## config.mk

```make
export PLATFORM = sky130hd
export DESIGN_NAME = ncsc_ram
export DESIGN_NICKNAME = d
export VERILOG_FILES = /design/src/hw/rtl/assert_macros.svh /design/src/hw/rtl/ncsc_ram.sv
export SDC_FILE = /design/constraint.sdc
export NUM_CORES = 1
export LEC_CHECK = 0
export BUFFER_PORTS_ARGS = -buffer_cell sky130_fd_sc_hd__clkbuf_2
export CORE_MARGIN = 2
export CORE_UTILIZATION = 40
export CTS_CLUSTER_DIAMETER = 80
export CTS_CLUSTER_SIZE = 25
export DETAILED_ROUTE_END_ITERATION = 10
export MAX_ROUTING_LAYER = met4
export PLACE_DENSITY = 0.68
export SLEW_MARGIN = 20
export SYNTH_ARGS = -nofsm -noshare
export SYNTH_HDL_FRONTEND = slang
export SYNTH_SLANG_ARGS = --single-unit
```

## constraint.sdc

```tcl
create_clock -name clk -period 1.5 [get_ports clk]
set_input_delay 0.15 -clock clk [delete_from_list [all_inputs] [get_ports clk]]
set_output_delay 0.15 -clock clk [all_outputs]
set_load 0.05 [all_outputs]
```

## src/hw/rtl/assert_macros.svh

```systemverilog
// ----------------------------------------------------------------------------
// assert_macros.svh
// Concurrent assertion helpers. Under synthesis the macros expand to nothing.
// ----------------------------------------------------------------------------
`ifndef ASSERT_MACROS_SVH
`define ASSERT_MACROS_SVH

`ifndef SYNTHESIS

// same-cycle implication, disabled while reset is high
`define ASSERT_IMPLY(label, ck, rs, ante, cons) \
  label: assert property (@(posedge ck) disable iff (rs) (ante) |-> (cons)) \
    else $error("assertion failed");

// next-cycle implication, disabled while reset is high
`define ASSERT_NEXT(label, ck, rs, ante, cons) \
  label: assert property (@(posedge ck) disable iff (rs) (ante) |=> (cons)) \
    else $error("assertion failed");

`else

`define ASSERT_IMPLY(label, ck, rs, ante, cons)
`define ASSERT_NEXT(label, ck, rs, ante, cons)

`endif

`endif

```

## src/hw/rtl/ncsc_ram.sv

```systemverilog
// ----------------------------------------------------------------------------
// ncsc_ram
// Simple dual-port synchronous RAM, one write and one registered read port.
// ----------------------------------------------------------------------------
module ncsc_ram #(
  parameter int DATA_W = 8,
  parameter int ADDR_W = 4
) (
  input  logic              clk,
  input  logic              wr_en,
  input  logic [ADDR_W-1:0] wr_addr,
  input  logic [DATA_W-1:0] wr_data,
  input  logic              rd_en,
  input  logic [ADDR_W-1:0] rd_addr,
  output logic [DATA_W-1:0] rd_data
);

  logic [DATA_W-1:0] mem [0:(1 << ADDR_W)-1];

  always_ff @(posedge clk) begin
    if (wr_en) begin
      mem[wr_addr] <= wr_data;
    end
  end

  always_ff @(posedge clk) begin
    if (rd_en) begin
      rd_data <= mem[rd_addr];
    end
  end

endmodule

```

==> results of run 1 <==
[final cells by class]
type                       instances  area share (%)
clock buffer                      19           6.834
clock inverter                    13           3.061
multi-input combinational         83           17.10
sequential                       136           64.47
tap                              172           3.397
timing repair buffer              47           5.135
[layer usage]
metal	vias up	track usage, %	share of wire, %
met2	83	23.05	49
met4	0	4.518	0.35
met1	1274	20.15	43
met3	2	4.247	7.2
met5	-	-	0
li1	1094	-	-
[synth_stat cells]
master,n,area share [%]
mux4_1,14,7.0
nor3_1,4,0.38
and2b_1,1,0.14
a22oi_1,16,2.3
nand3_1,1,0.096
buf_6,3,0.65
and2_1,1,0.12
buf_2,3,0.29
mux4_2,18,7.8
nand3b_1,2,0.29
edfxtp_1,136,78
nand2b_1,2,0.24
buf_4,1,0.14
nor2_1,13,0.93
nor2b_1,1,0.12
or3b_2,1,0.17
clkdlybuf4s25_2,3,0.57
nand2_1,9,0.65
[cell families (layout without fill, tap and decap cells)]
| kind of cell | after synthesis | in the layout | synth area share [%] |
|---|---|---|---|
| buf+inv | 10 | 79 | 1.651 |
| simple gates | 35 | 35 | 3.136 |
| compound gates | 16 | 16 | 2.298 |
| flops | 136 | 136 | 78.12 |
| mux | 32 | 32 | 14.79 |
[state kept, by name (all words and copies together) (netlist names)]
name     cells
rd_data      8
mem        128
[power by group]
| part | internal, W | leakage (nW) | switching [W] | total, W |
|---|---|---|---|---|
| Clock | 0.00280 | 0.291 | 0.00151 | 0.00432 |
| Combinational | 0.000178 | 0.601 | 0.000284 | 0.000462 |
| Sequential | 0.00428 | 1.24 | 0.0000229 | 0.00431 |
[metrics by stage]
| step | cell area, µm² | TNS, ps | hold WS (ps) | setup WS (ps) |
|---|---|---|---|---|
| floorplan | 5233 | 0 | 248.9 | 67.59 |
| global placement | 5687 | -1149 | 570.8 | -216.4 |
| detailed placement | 5687 | -1222 | 581.3 | -207.5 |
| CTS | 6319 | 0 | 156.1 | 3.000 |
| global route | 6335 | 0 | 161.1 | 1.355 |
| finish | 6335 | 0 | 160.0 | 46.68 |
[repair_timing]
action,4_1_cts,5_1_grt
setup endpoints to repair,1,5
hold buffers,0,0
gates resized for setup,1,5
pin swaps,0,2
[how the worst max path moves through the flow]
stage / slack, ps / cells past startpoint / endpoint
after global placement: -220 / 5 / rd_data[0]
after floorplan: 70 / 5 / rd_data[1]
final: 50 / 3 / rd_data[5]
after detailed placement: -210 / 5 / rd_data[5]
after CTS: 3 / 3 / rd_data[5]
after global routing: 1 / 3 / rd_data[2]
==> run metrics, run 1 <==
share of layout cells above drive strength 1=34.56%; startpoint types=flip-flop; n_diodes=0; Fin Clk Skew=11.28 ps; number of H-tree levels=4; post-CTS setup buffer count=0; Worst EP required=1640 ps; grt total ovfl=0; Post-Syn Nets=about 250; largest vdd supply drop=just under 0.0008 V; Finished Layout Cells=470; most frequent cells in the layout=136 x edfxtp_1, 26 x clkbuf_2, 19 x mux4_2, 18 x buf_4, 17 x clkbuf_16; flip-flop and latch count after synthesis=136; CP max stage delay=490 ps; DRC Markers=0; Critical R2R Capture=rd_data[5]; Bufs and invs on worst path=0; drt pass-1 iters=5; RSZ-0062 raised after global routing=false; clock tree buffer depth=2; GRT Util Overall=15.17%; CTS buffer count=17; GPL Wtd Cong=around 0.77; hpwl dp=6164 µm; Pins Over Slew Limit=0; CTS root buf=clkbuf_16; post-route clock period utilization=96.89%; Final Setup Violations=0; Worst R2R Path Depth=3; DR iter-0 viols=274; Core ar.=between 10000 and 15000 µm²; vias per inst=5.219; Reg clk slew, reported paths=60 ps; Core Rows=about 40; Mapped Avg Cell Area=22.83 µm²; worst-path cell chain=mux4_2, a22oi_1, nand2_1; Setup CP Type=reg -> reg; antenna violations before repair=0; io pins=27; r2r startpoint=mem[3][5]; post-synthesis cell type count=18; final net count=304; total wire length=9436 µm; Filler cells=979; CTS sink cnt=136; pwr dens=1434 nW/µm²; crit path DAT=between 1500 and 2000 ps; synthesized instance count=229; post-layout util=50.00%; status=completed; clock latency on the worst-skew pair=410 ps; CP top delay family=multiplexers; Starting Density=between 40 and 50%; Fmax=688.1 MHz; die height=118.3 µm; Final Hold Viols=0; Critical Path End Type=flip-flop; sequential fraction of the synthesis area=78.12%; Placed Cells=438; Multi-input gate area=between 1000 and 1500 µm²; Rel. slew slack=47.98%; maxcap violations=0; pin count of the biggest net entering global routing=18; CTS tree=built; min-delay src=rd_en; crit-path max FO=1; r2r setup slk=50 ps; Port Buf Inserts=26; post-synthesis cell area=about 5200 µm²; vias in the first global route=around 2600; Storage cell area=roughly 4100 µm²; Worst path slowest cell=mux4_2; DIE WIDTH=about 120 µm; synth-to-layout area growth=21.18%; global-route wire length before repair=roughly 15000 µm; full die area=14000 µm²; number of routed nets with antenna violations=0; Tot Pwr=roughly 0.0091 W; hold path depth=1; min Tclk post-route=1453 ps; Worst Hold Endpoint=rd_data[5]; DR WL/cell=20.08 µm; Critical Path Source=mem[3][5]; Hold Path Class=in -> reg; slew at the pin closest to its max-slew limit=777.4 ps; routed vias=between 2000 and 2500; leading cell type in the layout, fill and taps excluded=edfxtp_1; static leakage=~2.1 nW; Yosys warning count=0
Power figures use the tool's default switching activity.
==> run 2, diff against run 1 <==
--- a/config.mk
+++ b/config.mk
@@ -6,13 +6,14 @@
 export NUM_CORES = 1
 export LEC_CHECK = 0
 export BUFFER_PORTS_ARGS = -buffer_cell sky130_fd_sc_hd__clkbuf_2
+export CAP_MARGIN = 30
 export CORE_MARGIN = 2
-export CORE_UTILIZATION = 40
+export CORE_UTILIZATION = 54
 export CTS_CLUSTER_DIAMETER = 80
 export CTS_CLUSTER_SIZE = 25
 export DETAILED_ROUTE_END_ITERATION = 10
 export MAX_ROUTING_LAYER = met4
-export PLACE_DENSITY = 0.68
+export PLACE_DENSITY = 0.84
 export SLEW_MARGIN = 20
 export SYNTH_ARGS = -nofsm -noshare
 export SYNTH_HDL_FRONTEND = slang
==> run 2 against run 1 <==
Combinational power up 5.8%. Final cell count down 8.5%. Non-clock buffer count up 3. Worst setup slack worse by 38 ps. Utilization up 17 points. Worst hold slack worse by 110 ps. First-iteration DRC count down 4.4%. Sequential power about the same. Clock power down 7.2%. Critical path type unchanged.
==> run metrics, run 2 (synthesized netlist as in run 1, its figures left out) <==
worst setup margin=around 9 ps; slew at the pin closest to its max-slew limit=~850 ps; hpwl dp=~6300 µm; number of routed nets with antenna violations=0; Starting Density=56.04%; static leakage=2.136 nW; Pins Over Slew Limit=0; clock tree buffer depth=2; drt pass-1 iters=4; grt total ovfl=0; Filler cells=around 570; Largest register FFs=128; number of H-tree levels=4; full die area=10480 µm²; Multi-input gate area=1100 µm²; startpoint types=flip-flop; leading cell type in the layout, fill and taps excluded=edfxtp_1; final net count=307; Largest regs=mem (128), rd_data (8); RSZ-0062 raised after global routing=true; Core ar.=approximately 9300 µm²; DR iter-0 viols=~260; clock latency on the worst-skew pair=520 ps; Hold Buf Count CTS=0; total wire length=10710 µm; min Tclk post-route=1491 ps; maxcap violations=0; Final Setup Violations=0; Fin Clk Skew=8.002 ps; Final Hold Viols=0; CTS sink cnt=136; synth-to-layout area growth=19.91%; crit path DAT=1750 ps; die height=102.4 µm; crit-path max FO=1; GPL Wtd Cong=0.7897; GRT Util Overall=23.93%; CTS tree=built; Worst EP required=roughly 1800 ps; vias in the first global route=2648; Hold Path Class=in -> reg; pre-CTS setup slack=-268.0 ps; Finished Layout Cells=430; routed vias=2486; CTS buffer count=17; post-route clock period utilization=roughly 99%; Port Buf Inserts=26; CTS root buf=clkbuf_8; Core Rows=35; io pins=27; global-route wire length before repair=16220 µm; antenna violations before repair=0; pwr dens=1406 nW/µm²; post-layout util=67.20%; Critical Path End Type=flip-flop; most frequent cells in the layout=136 x edfxtp_1, 26 x clkbuf_2, 21 x buf_4, 20 x mux4_2, 16 x clkbuf_16; DRC Markers=0; DR WL/cell=approximately 25 µm; n_diodes=0; Fmax=670.7 MHz; Storage cell area=4084 µm²; Reg clk slew, reported paths=roughly 60 ps; Largest Register=mem; Rel. slew slack=43.48%; share of layout cells above drive strength 1=36.54%; Setup CP Type=reg -> reg; DIE WIDTH=slightly above 100 µm; pin count of the biggest net entering global routing=23; status=completed; Placed Cells=between 300 and 400; vias per inst=5.781; largest vdd supply drop=0.0009092 V
==> run 2: cell types whose count changed in the layout (fill, tap and decap cells not counted), moves of 2 or more <==
cell,delta
a22oi_1,-4
a22oi_2,+4
buf_4,+3
inv_6,-2
clkinvlp_4,-4
clkinv_2,+5
==> run 2: layout make-up <==
cell class / instances / share of cell area, %
flip-flops and latches: 136 / 65.15
multi-input cells: 83 / 17.54
clock buffers: 19 / 6.727
repair buffers: 50 / 5.549
well taps: 129 / 2.575
clock inverters: 13 / 2.455
==> run 2: final timing paths <==
path | from | endpoint | slack [ps] | cells after the start
min reg2reg | mem[7][4] | rd_data[4] | 780 | 3
min | wr_data[3] | mem[4][3] | 50 | 1
max | mem[0][5] | rd_data[5] | 9 | 3
max reg2reg | mem[0][5] | rd_data[5] | 9 | 3
==> run 2: timing repair <==
item / 4_1_cts / 5_1_grt
pin swaps: 1 / 2
setup endpoints to repair: 2 / 6
gates resized for setup: 4 / 7
buffers inserted: 0 / 0
==> run 2: worst max-delay path, cell delays in order (launching register included) <==
cell      delay, ps
edfxtp_1        390
mux4_1          520
a22oi_2         200
nand2_1         110
==> run 2: layer usage <==
metal	track usage (%)	vias to the layer above	part of all wire [%]
met3	6.498	19	7.7
met2	37.15	109	53
met4	9.846	0	2.2
met5	-	-	0
li1	-	1098	-
met1	30.34	1260	37
==> run 2: power breakdown <==
group,total (W),internal [W],switching (W)
registers,0.00431,0.00428,0.0000300
clock network,0.00401,0.00252,0.00149
logic,0.000489,0.000187,0.000302
total,0.00882,0.00699,0.00182
==> run 2: metrics by stage <==
step	hold slack (ps)	area (µm²)	setup TNS (ps)	power, W
after floorplan	248.9	5233	0	0.004660
after global placement	534.8	5655	-1529	0.004833
after detailed placement	580.1	5655	-1671	0.004856
after CTS	26.17	6242	0	0.008850
after global routing	48.11	6269	-23.26	0.009048
final	53.23	6269	0	0.008816
