File: src/hw/rtl/assert_macros.svh
// ----------------------------------------------------------------------------
// assert_macros.svh
// Concurrent assertion helpers. Under synthesis the macros expand to nothing.
// ----------------------------------------------------------------------------
`ifndef ASSERT_MACROS_SVH
`define ASSERT_MACROS_SVH

`ifndef SYNTHESIS

// same-cycle implication, disabled while reset is high
`define ASSERT_IMPLY(label, ck, rs, ante, cons) \
  label: assert property (@(posedge ck) disable iff (rs) (ante) |-> (cons)) \
    else $error("assertion failed");

// next-cycle implication, disabled while reset is high
`define ASSERT_NEXT(label, ck, rs, ante, cons) \
  label: assert property (@(posedge ck) disable iff (rs) (ante) |=> (cons)) \
    else $error("assertion failed");

`else

`define ASSERT_IMPLY(label, ck, rs, ante, cons)
`define ASSERT_NEXT(label, ck, rs, ante, cons)

`endif

`endif

File: src/hw/rtl/ncsc_pkg.sv
// ----------------------------------------------------------------------------
// ncsc_pkg
// Shared types, sizes and helpers of the nearest-center sphere compositor.
// ----------------------------------------------------------------------------
package ncsc_pkg;

  localparam int MAX_SPHERE_ROWS = 512;
  localparam int MAX_SPHERE_COLS = 1024;
  localparam int MAX_IMAGE_ROWS  = 512;
  localparam int MAX_IMAGE_COLS  = 512;

  // sphere entry address is {row, col}
  localparam int SROW_W = $clog2(MAX_SPHERE_ROWS);
  localparam int SCOL_W = $clog2(MAX_SPHERE_COLS);
  localparam int ADDR_W = SROW_W + SCOL_W;

  // field widths
  localparam int ROW_W   = 9;
  localparam int COL_W   = 10;
  localparam int COLOR_W = 24;
  localparam int DIST_W  = 18;
  localparam int MODE_W  = 2;

  // register widths
  localparam int ROWS_W  = 10;
  localparam int COLS_W  = 11;
  localparam int OFFR_W  = 10;
  localparam int OFFC_W  = 11;

  // stream and config port widths
  localparam int IN_DATA_W  = 48;
  localparam int OUT_DATA_W = 32;
  localparam int CFG_IDX_W  = 3;
  localparam int CFG_DATA_W = 11;

  // position arithmetic
  localparam int SUM_W  = 13;
  localparam int WRAP_W = 11;
  localparam int CNT_W  = $clog2(WRAP_W + 1);
  localparam int DIFF_W = 10;
  localparam int PROD_W = 2 * DIFF_W;

  localparam logic [DIST_W-1:0] DIST_ONES = '1;
  localparam logic [DIST_W-1:0] DIST_SAT  = DIST_ONES - DIST_W'(1);

  typedef enum logic [MODE_W-1:0] {
    MODE_COMPOSITE = 2'd0,
    MODE_READ      = 2'd1,
    MODE_CLEAR     = 2'd2
  } mode_t;

  typedef enum logic [CFG_IDX_W-1:0] {
    REG_SPHERE_ROWS  = 3'd0,
    REG_SPHERE_COLS  = 3'd1,
    REG_IMAGE_ROWS   = 3'd2,
    REG_IMAGE_COLS   = 3'd3,
    REG_OFFSET_PHI   = 3'd4,
    REG_OFFSET_THETA = 3'd5
  } cfg_reg_t;

  // request to the modulo unit: signed value as sign and magnitude
  typedef struct packed {
    logic              neg;
    logic [WRAP_W-1:0] mag;
    logic [WRAP_W-1:0] modulus;
  } wrap_req_t;

  // zero reads as one, anything above the limit saturates
  function automatic logic [CFG_DATA_W-1:0] clamp_size(
    input logic [CFG_DATA_W-1:0] v,
    input logic [CFG_DATA_W-1:0] lim
  );
    logic [CFG_DATA_W-1:0] r;
    if (v == '0) begin
      r = CFG_DATA_W'(1);
    end else if (v > lim) begin
      r = lim;
    end else begin
      r = v;
    end
    return r;
  endfunction

endpackage

File: src/hw/rtl/ncsc_wrap.sv
// ----------------------------------------------------------------------------
// ncsc_wrap
// Bit-serial true modulo: one remainder bit per cycle, sign fixed at the end.
// ----------------------------------------------------------------------------
module ncsc_wrap
  import ncsc_pkg::*;
(
  input  logic              clk,
  input  logic              rst,
  input  logic              start,
  input  wrap_req_t         req,
  output logic              busy,
  output logic [WRAP_W-1:0] result
);

  logic [CNT_W-1:0]  cnt;
  logic [WRAP_W-1:0] rem;
  logic [WRAP_W-1:0] sh;
  logic [WRAP_W-1:0] modulus;
  logic              neg;
  logic [WRAP_W:0]   trial;

  assign trial = {rem, sh[WRAP_W-1]};

  always_ff @(posedge clk) begin
    if (rst) begin
      busy <= 1'b0;
      cnt  <= '0;
    end else if (start) begin
      busy    <= 1'b1;
      cnt     <= CNT_W'(WRAP_W);
      rem     <= '0;
      sh      <= req.mag;
      modulus <= req.modulus;
      neg     <= req.neg;
    end else if (busy) begin
      // restoring step, remainder stays below the modulus
      if (trial >= {1'b0, modulus}) begin
        rem <= WRAP_W'(trial - {1'b0, modulus});
      end else begin
        rem <= trial[WRAP_W-1:0];
      end
      sh  <= sh << 1;
      cnt <= cnt - CNT_W'(1);
      if (cnt == CNT_W'(1)) begin
        busy <= 1'b0;
      end
    end
  end

  // negative input with a nonzero remainder folds back into range
  assign result = (neg && rem != '0) ? modulus - rem : rem;

endmodule

File: config.mk
export PLATFORM = sky130hd
export DESIGN_NAME = ncsc_wrap
export DESIGN_NICKNAME = d
export VERILOG_FILES = /design/src/hw/rtl/assert_macros.svh /design/src/hw/rtl/ncsc_pkg.sv /design/src/hw/rtl/ncsc_wrap.sv
export SDC_FILE = /design/constraint.sdc
export NUM_CORES = 1
export LEC_CHECK = 0
export ABC_CLOCK_PERIOD_IN_PS = 2740
export BUFFER_PORTS_ARGS = -buffer_cell sky130_fd_sc_hd__buf_2
export CORE_MARGIN = 1.5
export CORE_UTILIZATION = 58
export DETAILED_ROUTE_END_ITERATION = 8
export HOLD_SLACK_MARGIN = 0.1
export MAX_ROUTING_LAYER = met4
export PLACE_DENSITY_LB_ADDON = 0.1
export SYNTH_ARGS = -nofsm -noshare
export SYNTH_HDL_FRONTEND = slang
export SYNTH_SLANG_ARGS = --single-unit
File: constraint.sdc
create_clock -name clk -period 2.74 [get_ports clk]
set_input_delay 0.274 -clock clk [delete_from_list [all_inputs] [get_ports clk]]
set_output_delay 0.274 -clock clk [all_outputs]
set_load 0.05 [all_outputs]
==> impl_metrics.py, run 1 <==
metrics = {
    "outcome": {
        "status": "complete, no violations",
    },
    "finish": {
        "drive_gt1_share_pct": 30.15,
        "regArea_sq_um": 1121,
        "layoutNonFillerInstCount": 377,
        "syn2layout_area_growth_pct": 22.31,
        "multi_input_area_sq_um": 1511,
        "fillers": 322,
        "antenna_cells": 0,
        "final_area_sq_um": 3286,
        "fin_nets": 375,
    },
    "routing": {
        "routed_wl_mm": 5.733,
        "viasPerCell": 5.676,
        "wl_per_cell_um": 15.21,
        "antenna_left": 0,
        "drtPass1Iterations": 5,
        "drc": 0,
        "drt_iter0_markers": 138,
        "vias": 2140,
    },
    "floorplan": {
        "die_w_um": 71.06,
        "core_sq_um": 4414,
        "die_area_sq_um": 5049,
        "start_util_pct": 60.86,
        "die_y_um": 71.06,
        "fp-row-count": 24,
        "ios": 38,
    },
    "timing": {
        "period_share_pct": 99.55,
        "finalHoldViolCount": 0,
        "drv_slew": 0,
        "slew_headroom_pct": 71.16,
        "max_freq_ghz": 0.3666,
        "period_needed_ns": 2.728,
        "tns_ns": 0,
        "rsz0062_at_grt": "true",
        "skew_ns": 0.006156,
        "setup_violations": 0,
        "setup_ws_ns": 0.01246,
        "max_slew.worst_pin.slew_ns": 0.4306,
    },
    "yosys": {
        "synth_edf_count": 34,
        "synthArstFlopShare_pct": 0,
        "synthTopCellsByArea": "edfxtp_1 38%, ha_1 11%, mux2_2 4.6%",
        "yosysTopAreaCell": "edfxtp_1",
        "synth_fp_nets": 317,
        "ys_warn_count": 0,
        "synth_area_sq_um": 2686,
        "synth_flop_cell": "edfxtp_1",
        "synth_cells": 266,
        "synthDistinctLibCells": 47,
        "synth_top_area_share_pct": 38.01,
        "seq_area_frac_synth_pct": 41.73,
        "syn_avg_cell_area_sq_um": 10.10,
        "synth-seq-cells": 39,
    },
    "worst_setup_path": {
        "crit_path_start_kind": "register",
        "path_class": "reg -> out",
        "path_max_fanout": 2,
        "slowest_delay_ns": 0.42,
        "cp_cell_sequence": "inv_1 > ha_2 > inv_2 > fa_2 > a21oi_4 > o22ai_4 > nor2_2 > o21ai_2 > xor2_1 > mux2_4 > buf_8",
        "r2r_setup_slack_ns": 0.10,
        "cp_slowest_cell": "fa_2",
        "worstPathArrival_ns": 2.45,
        "crit_required_ns": 2.47,
        "cp-end-kind": "output port",
    },
    "power_and_ir_drop": {
        "powerDensity_nw_per_um2": 642.5,
        "vdd_drop_max_mv": 0.4274,
        "p_leak_nw": 1.423,
    },
    "grt": {
        "grt_usage_pct": 24.71,
        "grt_max_degree": 23,
        "grt_antenna_before_repair": 0,
        "grt_pass1_vias": 2124,
        "grt_pass1_wl_mm": 9.418,
        "grt_overflow": 0,
    },
    "clock_network": {
        "worstSkewPairLatency_ns": 0.30,
        "cts_tree": "done",
        "cts.path.max_buffers": 2,
        "root_buffer": "clkbuf_8",
        "htree_levels": 2,
        "clk_pin_slew_worst_paths_ns": 0.08,
        "cts_inserted_buffers": 5,
        "cts.sinks": 39,
    },
    "place": {
        "gp_congestion": 0.8944,
        "pre_cts_ws_ns": 0.1112,
        "placed_area_sq_um": 2999,
        "dpl.cell_count": 361,
        "hpwlAfterDp_mm": 4.155,
        "portBuffers": 37,
    },
    "run": {
        "cap_violations": 0,
    },
    "worst_hold_path": {
        "hp-class": "in -> reg",
    },
}
## what timing repair did
| action | in CTS | in global routing |
|---|---|---|
| pin swaps | 2 | 7 |
| setup buffers | 3 | 5 |
| endpoints found under the setup margin | 3 | 9 |
| endpoints found under the hold margin | 0 | 0 |
| gates resized for setup | 6 | 23 |
| hold buffers | 0 | 0 |
## where the power goes
group          switching, mW  internal, mW  total [mW]
Sequential            0.0393         0.710       0.749
Combinational          0.515         0.367       0.881
Clock                  0.218         0.263       0.481
## cells by family (layout without fill, tap and decap cells)
logic type,after synthesis,count (layout),share of synthesized area (%)
simple gates,73,73,13.46
compound gates,60,60,14.95
flops,39,39,41.73
buf+inv,35,94,5.309
fa+ha+maj,25,25,12.20
xor+xnor,18,18,5.869
mux,16,16,6.474
## synth_stat cells, drive strengths merged (4+ instances only)
cell    number
a211oi       6
a21oi       14
a31oi        4
clkbuf       4
dfxtp        5
edfxtp      34
ha          23
inv         30
mux2        11
mux2i        5
nand2       16
nand3        4
nor2        29
o21a         4
o21ai       16
o22ai        4
xnor2        7
xor2        11
## sequential cells by signal (all words and copies together), names as in the netlist
register  count
busy          1
cnt           4
modulus      11
neg           1
rem          11
sh           11
## area by class of cell
| type | count | share of cell area [%] |
|---|---|---|
| multi-input combinational | 192 | 46.00 |
| clock inverter | 1 | 0.2666 |
| inverter | 30 | 3.427 |
| clock buffer | 7 | 3.275 |
| tap | 52 | 1.980 |
| sequential | 39 | 34.12 |
| timing repair buffer | 56 | 10.93 |
## placed cells by master (no fill, tap or decap), drive strengths merged, types with 2 or more instances in the layout
master and n:
buf 54, edfxtp 34, inv 31, nor2 29, ha 23, nand2 16, o21ai 16, a21oi 14
xor2 11, mux2 11, clkbuf 9, xnor2 7, a211oi 6, mux2i 5, dfxtp 5, nand3 4
a31oi 4, o21a 4, o22ai 4, nor2b 3, nor3 3, nor4 3, nand2b 2, a21o 2
or3 2, or4 2, nand4 2, nor4b 2, fa 2, o2111ai 2, a41oi 2
## worst max-delay path, delay by kind of cell, from the launching register on
| family | cells | cell delay, ns |
|---|---|---|
| compound gates | 3 | 0.37 |
| xor+xnor | 1 | 0.14 |
| fa+ha+maj | 2 | 0.60 |
| buf+inv | 3 | 0.26 |
| flops | 1 | 0.39 |
| mux | 1 | 0.27 |
| simple gates | 1 | 0.13 |
## final timing paths
check                  startpoint              endpoint  depth (start not counted)
max reg2reg  modulus[0]$_DFFE_PP_  rem[0]$_SDFFCE_PP0P_                         11
min                        req[4]  modulus[4]$_DFFE_PP_                          1
min reg2reg   sh[0]$_SDFFCE_PN0P_       sh[1]$_DFFE_PP_                          1
max          modulus[0]$_DFFE_PP_             result[8]                         11
## through the flow
| step | util, % | total power [mW] | hold slack [ns] |
|---|---|---|---|
| after floorplan | - | 1.359 | 0.3464 |
| after global placement | 67.94 | 1.524 | 0.4511 |
| after detailed placement | 67.94 | 1.535 | 0.4523 |
| after CTS | 71.57 | 2.040 | 0.1391 |
| after global routing | 74.43 | 2.223 | 0.1348 |
| final | 74.43 | 2.111 | 0.1444 |
## metal layers
metal	part of all wire (%)	track usage [%]	vias to the layer above	wire (um)
met2	48	38.63	45	2768
met4	2.1	9.434	0	120
met3	4.1	5.413	14	235
met1	46	31.57	1007	2609
li1	-	-	1074	-
met5	0	-	-	0
Power figures use the tool's default switching activity.
==> run 2, diff against run 1 <==
--- a/config.mk
+++ b/config.mk
@@ -9,9 +9,9 @@
 export BUFFER_PORTS_ARGS = -buffer_cell sky130_fd_sc_hd__buf_2
 export CORE_MARGIN = 1.5
 export CORE_UTILIZATION = 58
+export CTS_BUF_LIST = sky130_fd_sc_hd__clkbuf_8 sky130_fd_sc_hd__clkbuf_16
 export DETAILED_ROUTE_END_ITERATION = 8
 export HOLD_SLACK_MARGIN = 0.1
-export MAX_ROUTING_LAYER = met4
 export PLACE_DENSITY_LB_ADDON = 0.1
 export SYNTH_ARGS = -nofsm -noshare
 export SYNTH_HDL_FRONTEND = slang
==> run 2 against run 1 <==
  * Register-to-register slack about the same
  * Sequential power about the same
  * Routed wire length increased by 0.58%
  * Non-clock buffer count unchanged
  * Final cell count unchanged
==> impl_metrics.py, run 2 (synthesized netlist as in run 1, its figures left out) <==
metrics = {
    "timing": {
        "period_needed_ns": 2.727,
        "setup_violations": 0,
        "skew_ns": 0.007899,
        "period_share_pct": 99.53,
        "slew_headroom_pct": 71.34,
        "rsz0062_at_grt": "true",
        "max_freq_ghz": 0.3667,
        "finalHoldViolCount": 0,
        "tns_ns": 0,
        "drv_slew": 0,
        "max_slew.worst_pin.slew_ns": 0.4279,
    },
    "outcome": {
        "status": "complete, no violations",
    },
    "worst_hold_path": {
        "hp-class": "in -> reg",
    },
    "worst_setup_path": {
        "crit_path_start_kind": "register",
        "crit_required_ns": 2.47,
        "r2r_setup_slack_ns": 0.09,
        "worstPathArrival_ns": 2.45,
        "path_class": "reg -> out",
        "path_max_fanout": 2,
        "cp-end-kind": "output port",
    },
    "clock_network": {
        "cts.sinks": 39,
        "worstSkewPairLatency_ns": 0.30,
        "postCtsHoldBufs": 0,
        "clk_pin_slew_worst_paths_ns": 0.08,
        "cts_inserted_buffers": 5,
        "cts_tree": "done",
        "cts.path.max_buffers": 2,
        "root_buffer": "clkbuf_8",
        "htree_levels": 2,
    },
    "grt": {
        "grt_antenna_before_repair": 0,
        "grt_max_degree": 23,
        "grt_pass1_wl_mm": 9.439,
        "grt_usage_pct": 24.00,
        "grt_pass1_vias": 2129,
        "grt_overflow": 0,
    },
    "floorplan": {
        "die_w_um": 71.06,
        "fp-row-count": 24,
        "core_sq_um": 4414,
        "die_area_sq_um": 5049,
        "die_y_um": 71.06,
        "start_util_pct": 60.86,
        "ios": 38,
    },
    "routing": {
        "drt_iter0_markers": 103,
        "wl_per_cell_um": 15.29,
        "routed_wl_mm": 5.766,
        "drc": 0,
        "viasPerCell": 5.695,
        "drtPass1Iterations": 4,
        "vias": 2147,
        "antenna_left": 0,
    },
    "place": {
        "gp_congestion": 0.8798,
        "hpwlAfterDp_mm": 4.155,
        "portBuffers": 37,
        "placed_area_sq_um": 2999,
    },
    "power_and_ir_drop": {
        "p_leak_nw": 1.423,
        "vdd_drop_max_mv": 0.4271,
        "powerDensity_nw_per_um2": 643.1,
    },
    "finish": {
        "regArea_sq_um": 1121,
        "reg_top3": "modulus: 11 flops, rem: 11 flops, sh: 11 flops",
        "drive_gt1_share_pct": 30.15,
        "fillers": 322,
        "final_cell_mix": "34 x edfxtp_1, 32 x buf_2, 29 x inv_1",
        "syn2layout_area_growth_pct": 22.31,
        "final_area_sq_um": 3286,
        "multi_input_area_sq_um": 1511,
        "final_common_cell": "edfxtp_1",
        "antenna_cells": 0,
        "fin_nets": 375,
    },
    "run": {
        "cap_violations": 0,
    },
}
==> run 2: cell counts in the layout (fill, tap and decap cells not counted) <==
Identical to the previous run, type by type.
==> run 2: layout make-up <==
cell class | instances | share of cell area [%]
multi-input cells | 192 | 46.00
inverters | 30 | 3.427
repair buffers | 56 | 10.93
clock inverters | 1 | 0.2666
well taps | 52 | 1.980
flip-flops and latches | 39 | 34.12
clock buffers | 7 | 3.275
==> run 2: repair_timing <==
item | CTS | global route
gates resized for setup | 6 | 23
pin swaps | 2 | 7
buffers inserted | 3 | 5
endpoints found under the setup margin | 3 | 9
==> run 2: power by group <==
part | internal (mW) | switching, mW
combinational | 0.367 | 0.517
clock | 0.263 | 0.217
sequential | 0.710 | 0.0394
==> run 2: per-layer routing <==
metal / track usage, % / wire length (um)
met1: 31.48 / 2667
met2: 38.84 / 2728
met3: 5.413 / 216
met4: 9.434 / 153
met5: 0 / 0
==> run 2: path summary, 6_finish.rpt <==
path / startpoint / endpoint / depth (start not counted)
worst max-delay path: modulus[0]$_DFFE_PP_ / result[8] / 11
worst min-delay path: req[4] / modulus[4]$_DFFE_PP_ / 1
worst max register to register: modulus[0]$_DFFE_PP_ / rem[0]$_SDFFCE_PP0P_ / 11
worst min register to register: sh[2]$_DFFE_PP_ / sh[3]$_DFFE_PP_ / 1
==> run 2: stage by stage <==
stage / utilization, % / cells / hold WS [ns] / setup slack, ns / total power, mW
after floorplan: - / 266 / 0.3464 / 0.1058 / 1.359
after global placement: 67.94 / 361 / 0.4511 / 0.1681 / 1.524
after detailed placement: 67.94 / 361 / 0.4523 / 0.1112 / 1.535
after CTS: 71.57 / 372 / 0.1391 / 0.008575 / 2.040
after global routing: 74.43 / 377 / 0.1356 / -0.1065 / 2.223
final: 74.43 / 377 / 0.1447 / 0.01298 / 2.113
==> run 2: critical path: stages (launching register included) <==
cell	delay, ns
edfxtp_1	0.39
inv_1	0.07
ha_2	0.18
inv_2	0.04
fa_2	0.42
a21oi_4	0.20
o22ai_4	0.10
nor2_2	0.13
o21ai_2	0.07
xor2_1	0.14
mux2_4	0.27
buf_8	0.15
==> run 3, diff against run 2 <==
--- a/config.mk
+++ b/config.mk
@@ -9,10 +9,9 @@
 export BUFFER_PORTS_ARGS = -buffer_cell sky130_fd_sc_hd__buf_2
 export CORE_MARGIN = 1.5
 export CORE_UTILIZATION = 58
-export CTS_BUF_LIST = sky130_fd_sc_hd__clkbuf_8 sky130_fd_sc_hd__clkbuf_16
 export DETAILED_ROUTE_END_ITERATION = 8
 export HOLD_SLACK_MARGIN = 0.1
-export PLACE_DENSITY_LB_ADDON = 0.1
+export PLACE_DENSITY = 0.88
 export SYNTH_ARGS = -nofsm -noshare
 export SYNTH_HDL_FRONTEND = slang
 export SYNTH_SLANG_ARGS = --single-unit
==> run 3 against run 2 <==
  * The run now ends with setup timing left
  * Critical path type is now reg -> reg
  * Worst setup slack worse by 0.097 ns
  * Largest power group unchanged
  * Sequential power is 0.5% higher
  * Via count is 12% higher
  * Clock skew is 0.0057 ns higher
  * Register-to-register slack worse by 0.17 ns
  * Power is 5.5% higher
  * Non-clock buffer count is 8 higher
  * Flip-flop and latch count stayed put
==> impl_metrics.py, run 3 (synthesized netlist as in run 1, its figures left out) <==
metrics = {
    "worst_setup_path": {
        "path_max_fanout": 9,
        "cp_slowest_cell": "edfxtp_1",
        "crit_path_start_kind": "register",
        "cp-end-kind": "register",
        "slowest_delay_ns": 0.42,
        "path_class": "reg -> reg",
        "crit-reg2reg-launch": "modulus[0]$_DFFE_PP_",
        "cp_cell_sequence": "buf_4 > ha_4 > fa_2 > and2b_2 > o22ai_4 > a211o_1 > a21oi_4 > clkbuf_16 > nor2_1 > a211oi_1",
        "crit_family": "compound AO/OA/AOI/OAI gates",
        "worstPathArrival_ns": 2.94,
        "crit_start": "modulus[0]$_DFFE_PP_",
        "critPathBufInv": 2,
        "crit_required_ns": 2.85,
    },
    "floorplan": {
        "fp-row-count": 24,
        "start_util_pct": 60.86,
        "die_y_um": 71.06,
        "die_w_um": 71.06,
        "die_area_sq_um": 5049,
        "core_sq_um": 4414,
        "ios": 38,
    },
    "outcome": {
        "status": "complete, but fails checks",
        "violations": "setup timing",
    },
    "place": {
        "gp_congestion": 0.8969,
        "portBuffers": 37,
        "hpwlAfterDp_mm": 4.270,
        "dpl.cell_count": 358,
    },
    "finish": {
        "final_cell_mix": "34 x edfxtp_1, 32 x buf_2, 27 x inv_1",
        "utilization_pct": 77.75,
        "layoutNonFillerInstCount": 385,
        "reg_top3": "modulus: 11 flops, rem: 11 flops, sh: 11 flops",
        "antenna_cells": 0,
        "drive_gt1_share_pct": 34.83,
        "final_common_cell": "edfxtp_1",
        "syn2layout_area_growth_pct": 27.76,
        "fillers": 256,
        "fin_nets": 383,
    },
    "timing": {
        "skew_ns": 0.01359,
        "setup_ws_ns": -0.08402,
        "period_share_pct": 103.1,
        "tns_ns": -0.2456,
        "finalHoldViolCount": 0,
        "max_freq_ghz": 0.3541,
        "max_slew.worst_pin.slew_ns": 0.6041,
        "holdWs_ns": 0.1367,
        "drv_slew": 0,
        "period_needed_ns": 2.824,
        "slew_headroom_pct": 59.72,
        "setup_violations": 6,
        "rsz0062_at_grt": "true",
    },
    "clock_network": {
        "cts_tree": "done",
        "postCtsHoldBufs": 0,
        "htree_levels": 2,
        "cts.path.max_buffers": 2,
        "root_buffer": "clkbuf_8",
        "cts_inserted_buffers": 5,
        "clk_pin_slew_worst_paths_ns": 0.09,
        "worstSkewPairLatency_ns": 0.31,
        "cts.sinks": 39,
    },
    "power_and_ir_drop": {
        "powerDensity_nw_per_um2": 649.3,
        "vdd_drop_max_mv": 0.3106,
        "p_leak_nw": 1.476,
    },
    "grt": {
        "grt_pass1_wl_mm": 10.35,
        "grt_util_met3_pct": 5.271,
        "grt.busiest_layer": "met2",
        "grt_usage_pct": 26.27,
        "grt_pass1_vias": 2272,
        "grt_antenna_before_repair": 0,
        "grt.met2_usage_pct": 43.09,
        "grt_use_met1_pct": 32.78,
        "grt_overflow": 0,
        "grt_max_degree": 31,
    },
    "routing": {
        "viasPerCell": 6.265,
        "wl_per_cell_um": 19.65,
        "antenna_left": 0,
        "drtPass1Iterations": 5,
        "drc": 0,
        "routed_wl_mm": 7.565,
        "vias": 2412,
        "drt_iter0_markers": 297,
    },
    "worst_hold_path": {
        "hp-class": "in -> reg",
        "hold_start": "req[4]",
    },
    "run": {
        "cap_violations": 0,
    },
}
-- run 3: final cells by class --
class	instances	area [sq um]	share of cell area [%]
timing repair buffer	64	474.2	13.82
multi-input combinational	192	1558	45.39
clock inverter	2	16.27	0.4739
sequential	39	1121	32.67
tap	52	65.06	1.896
inverter	30	115.1	3.354
clock buffer	6	82.58	2.406
-- run 3: path summary, 6_finish.rpt --
check,slack (ns),end,cells after the start
worst max-delay path,-0.08,rem[1]$_SDFFCE_PP0P_,10
worst min-delay path,0.14,modulus[4]$_DFFE_PP_,1
worst max register to register,-0.08,rem[1]$_SDFFCE_PP0P_,10
worst min register to register,0.55,sh[6]$_DFFE_PP_,1
-- run 3: per-stage QoR --
| stage | cell area [sq um] | setup WS, ns | power, mW |
|---|---|---|---|
| detailed placement | 2989 | 0.05951 | 1.543 |
| global placement | 2989 | 0.2002 | 1.514 |
| floorplan | 2694 | 0.1058 | 1.359 |
| global route | 3432 | -0.1948 | 2.312 |
| finish | 3432 | -0.08402 | 2.229 |
| CTS | 3168 | -0.005548 | 2.009 |
-- run 3: worst reg2reg max path, delay by kind of cell (launching register included) --
kind / cells / cell delay [ns]
compound gates: 4 / 0.96
flops: 1 / 0.42
simple gates: 2 / 0.33
buf+inv: 2 / 0.39
fa+ha+maj: 2 / 0.53
-- run 3: power by group --
part	internal (mW)	switching, mW	total (mW)
logic	0.444	0.595	1.04
registers	0.710	0.0427	0.753
clock network	0.206	0.231	0.437
total	1.36	0.869	2.23
-- run 3: layer usage --
metal	wire, um	vias to the layer above
met5	0	-
met4	355	0
met3	545	41
met2	3819	134
met1	2844	1147
li1	-	1090
-- run 3: repair_timing --
| item | in CTS | in global routing |
|---|---|---|
| gates resized for setup | 12 | 32 |
| gates cloned | 0 | 2 |
| setup endpoints to repair | 4 | 15 |
| endpoints found under the hold margin | 0 | 0 |
| buffers inserted | 6 | 12 |
| pin swaps | 3 | 7 |
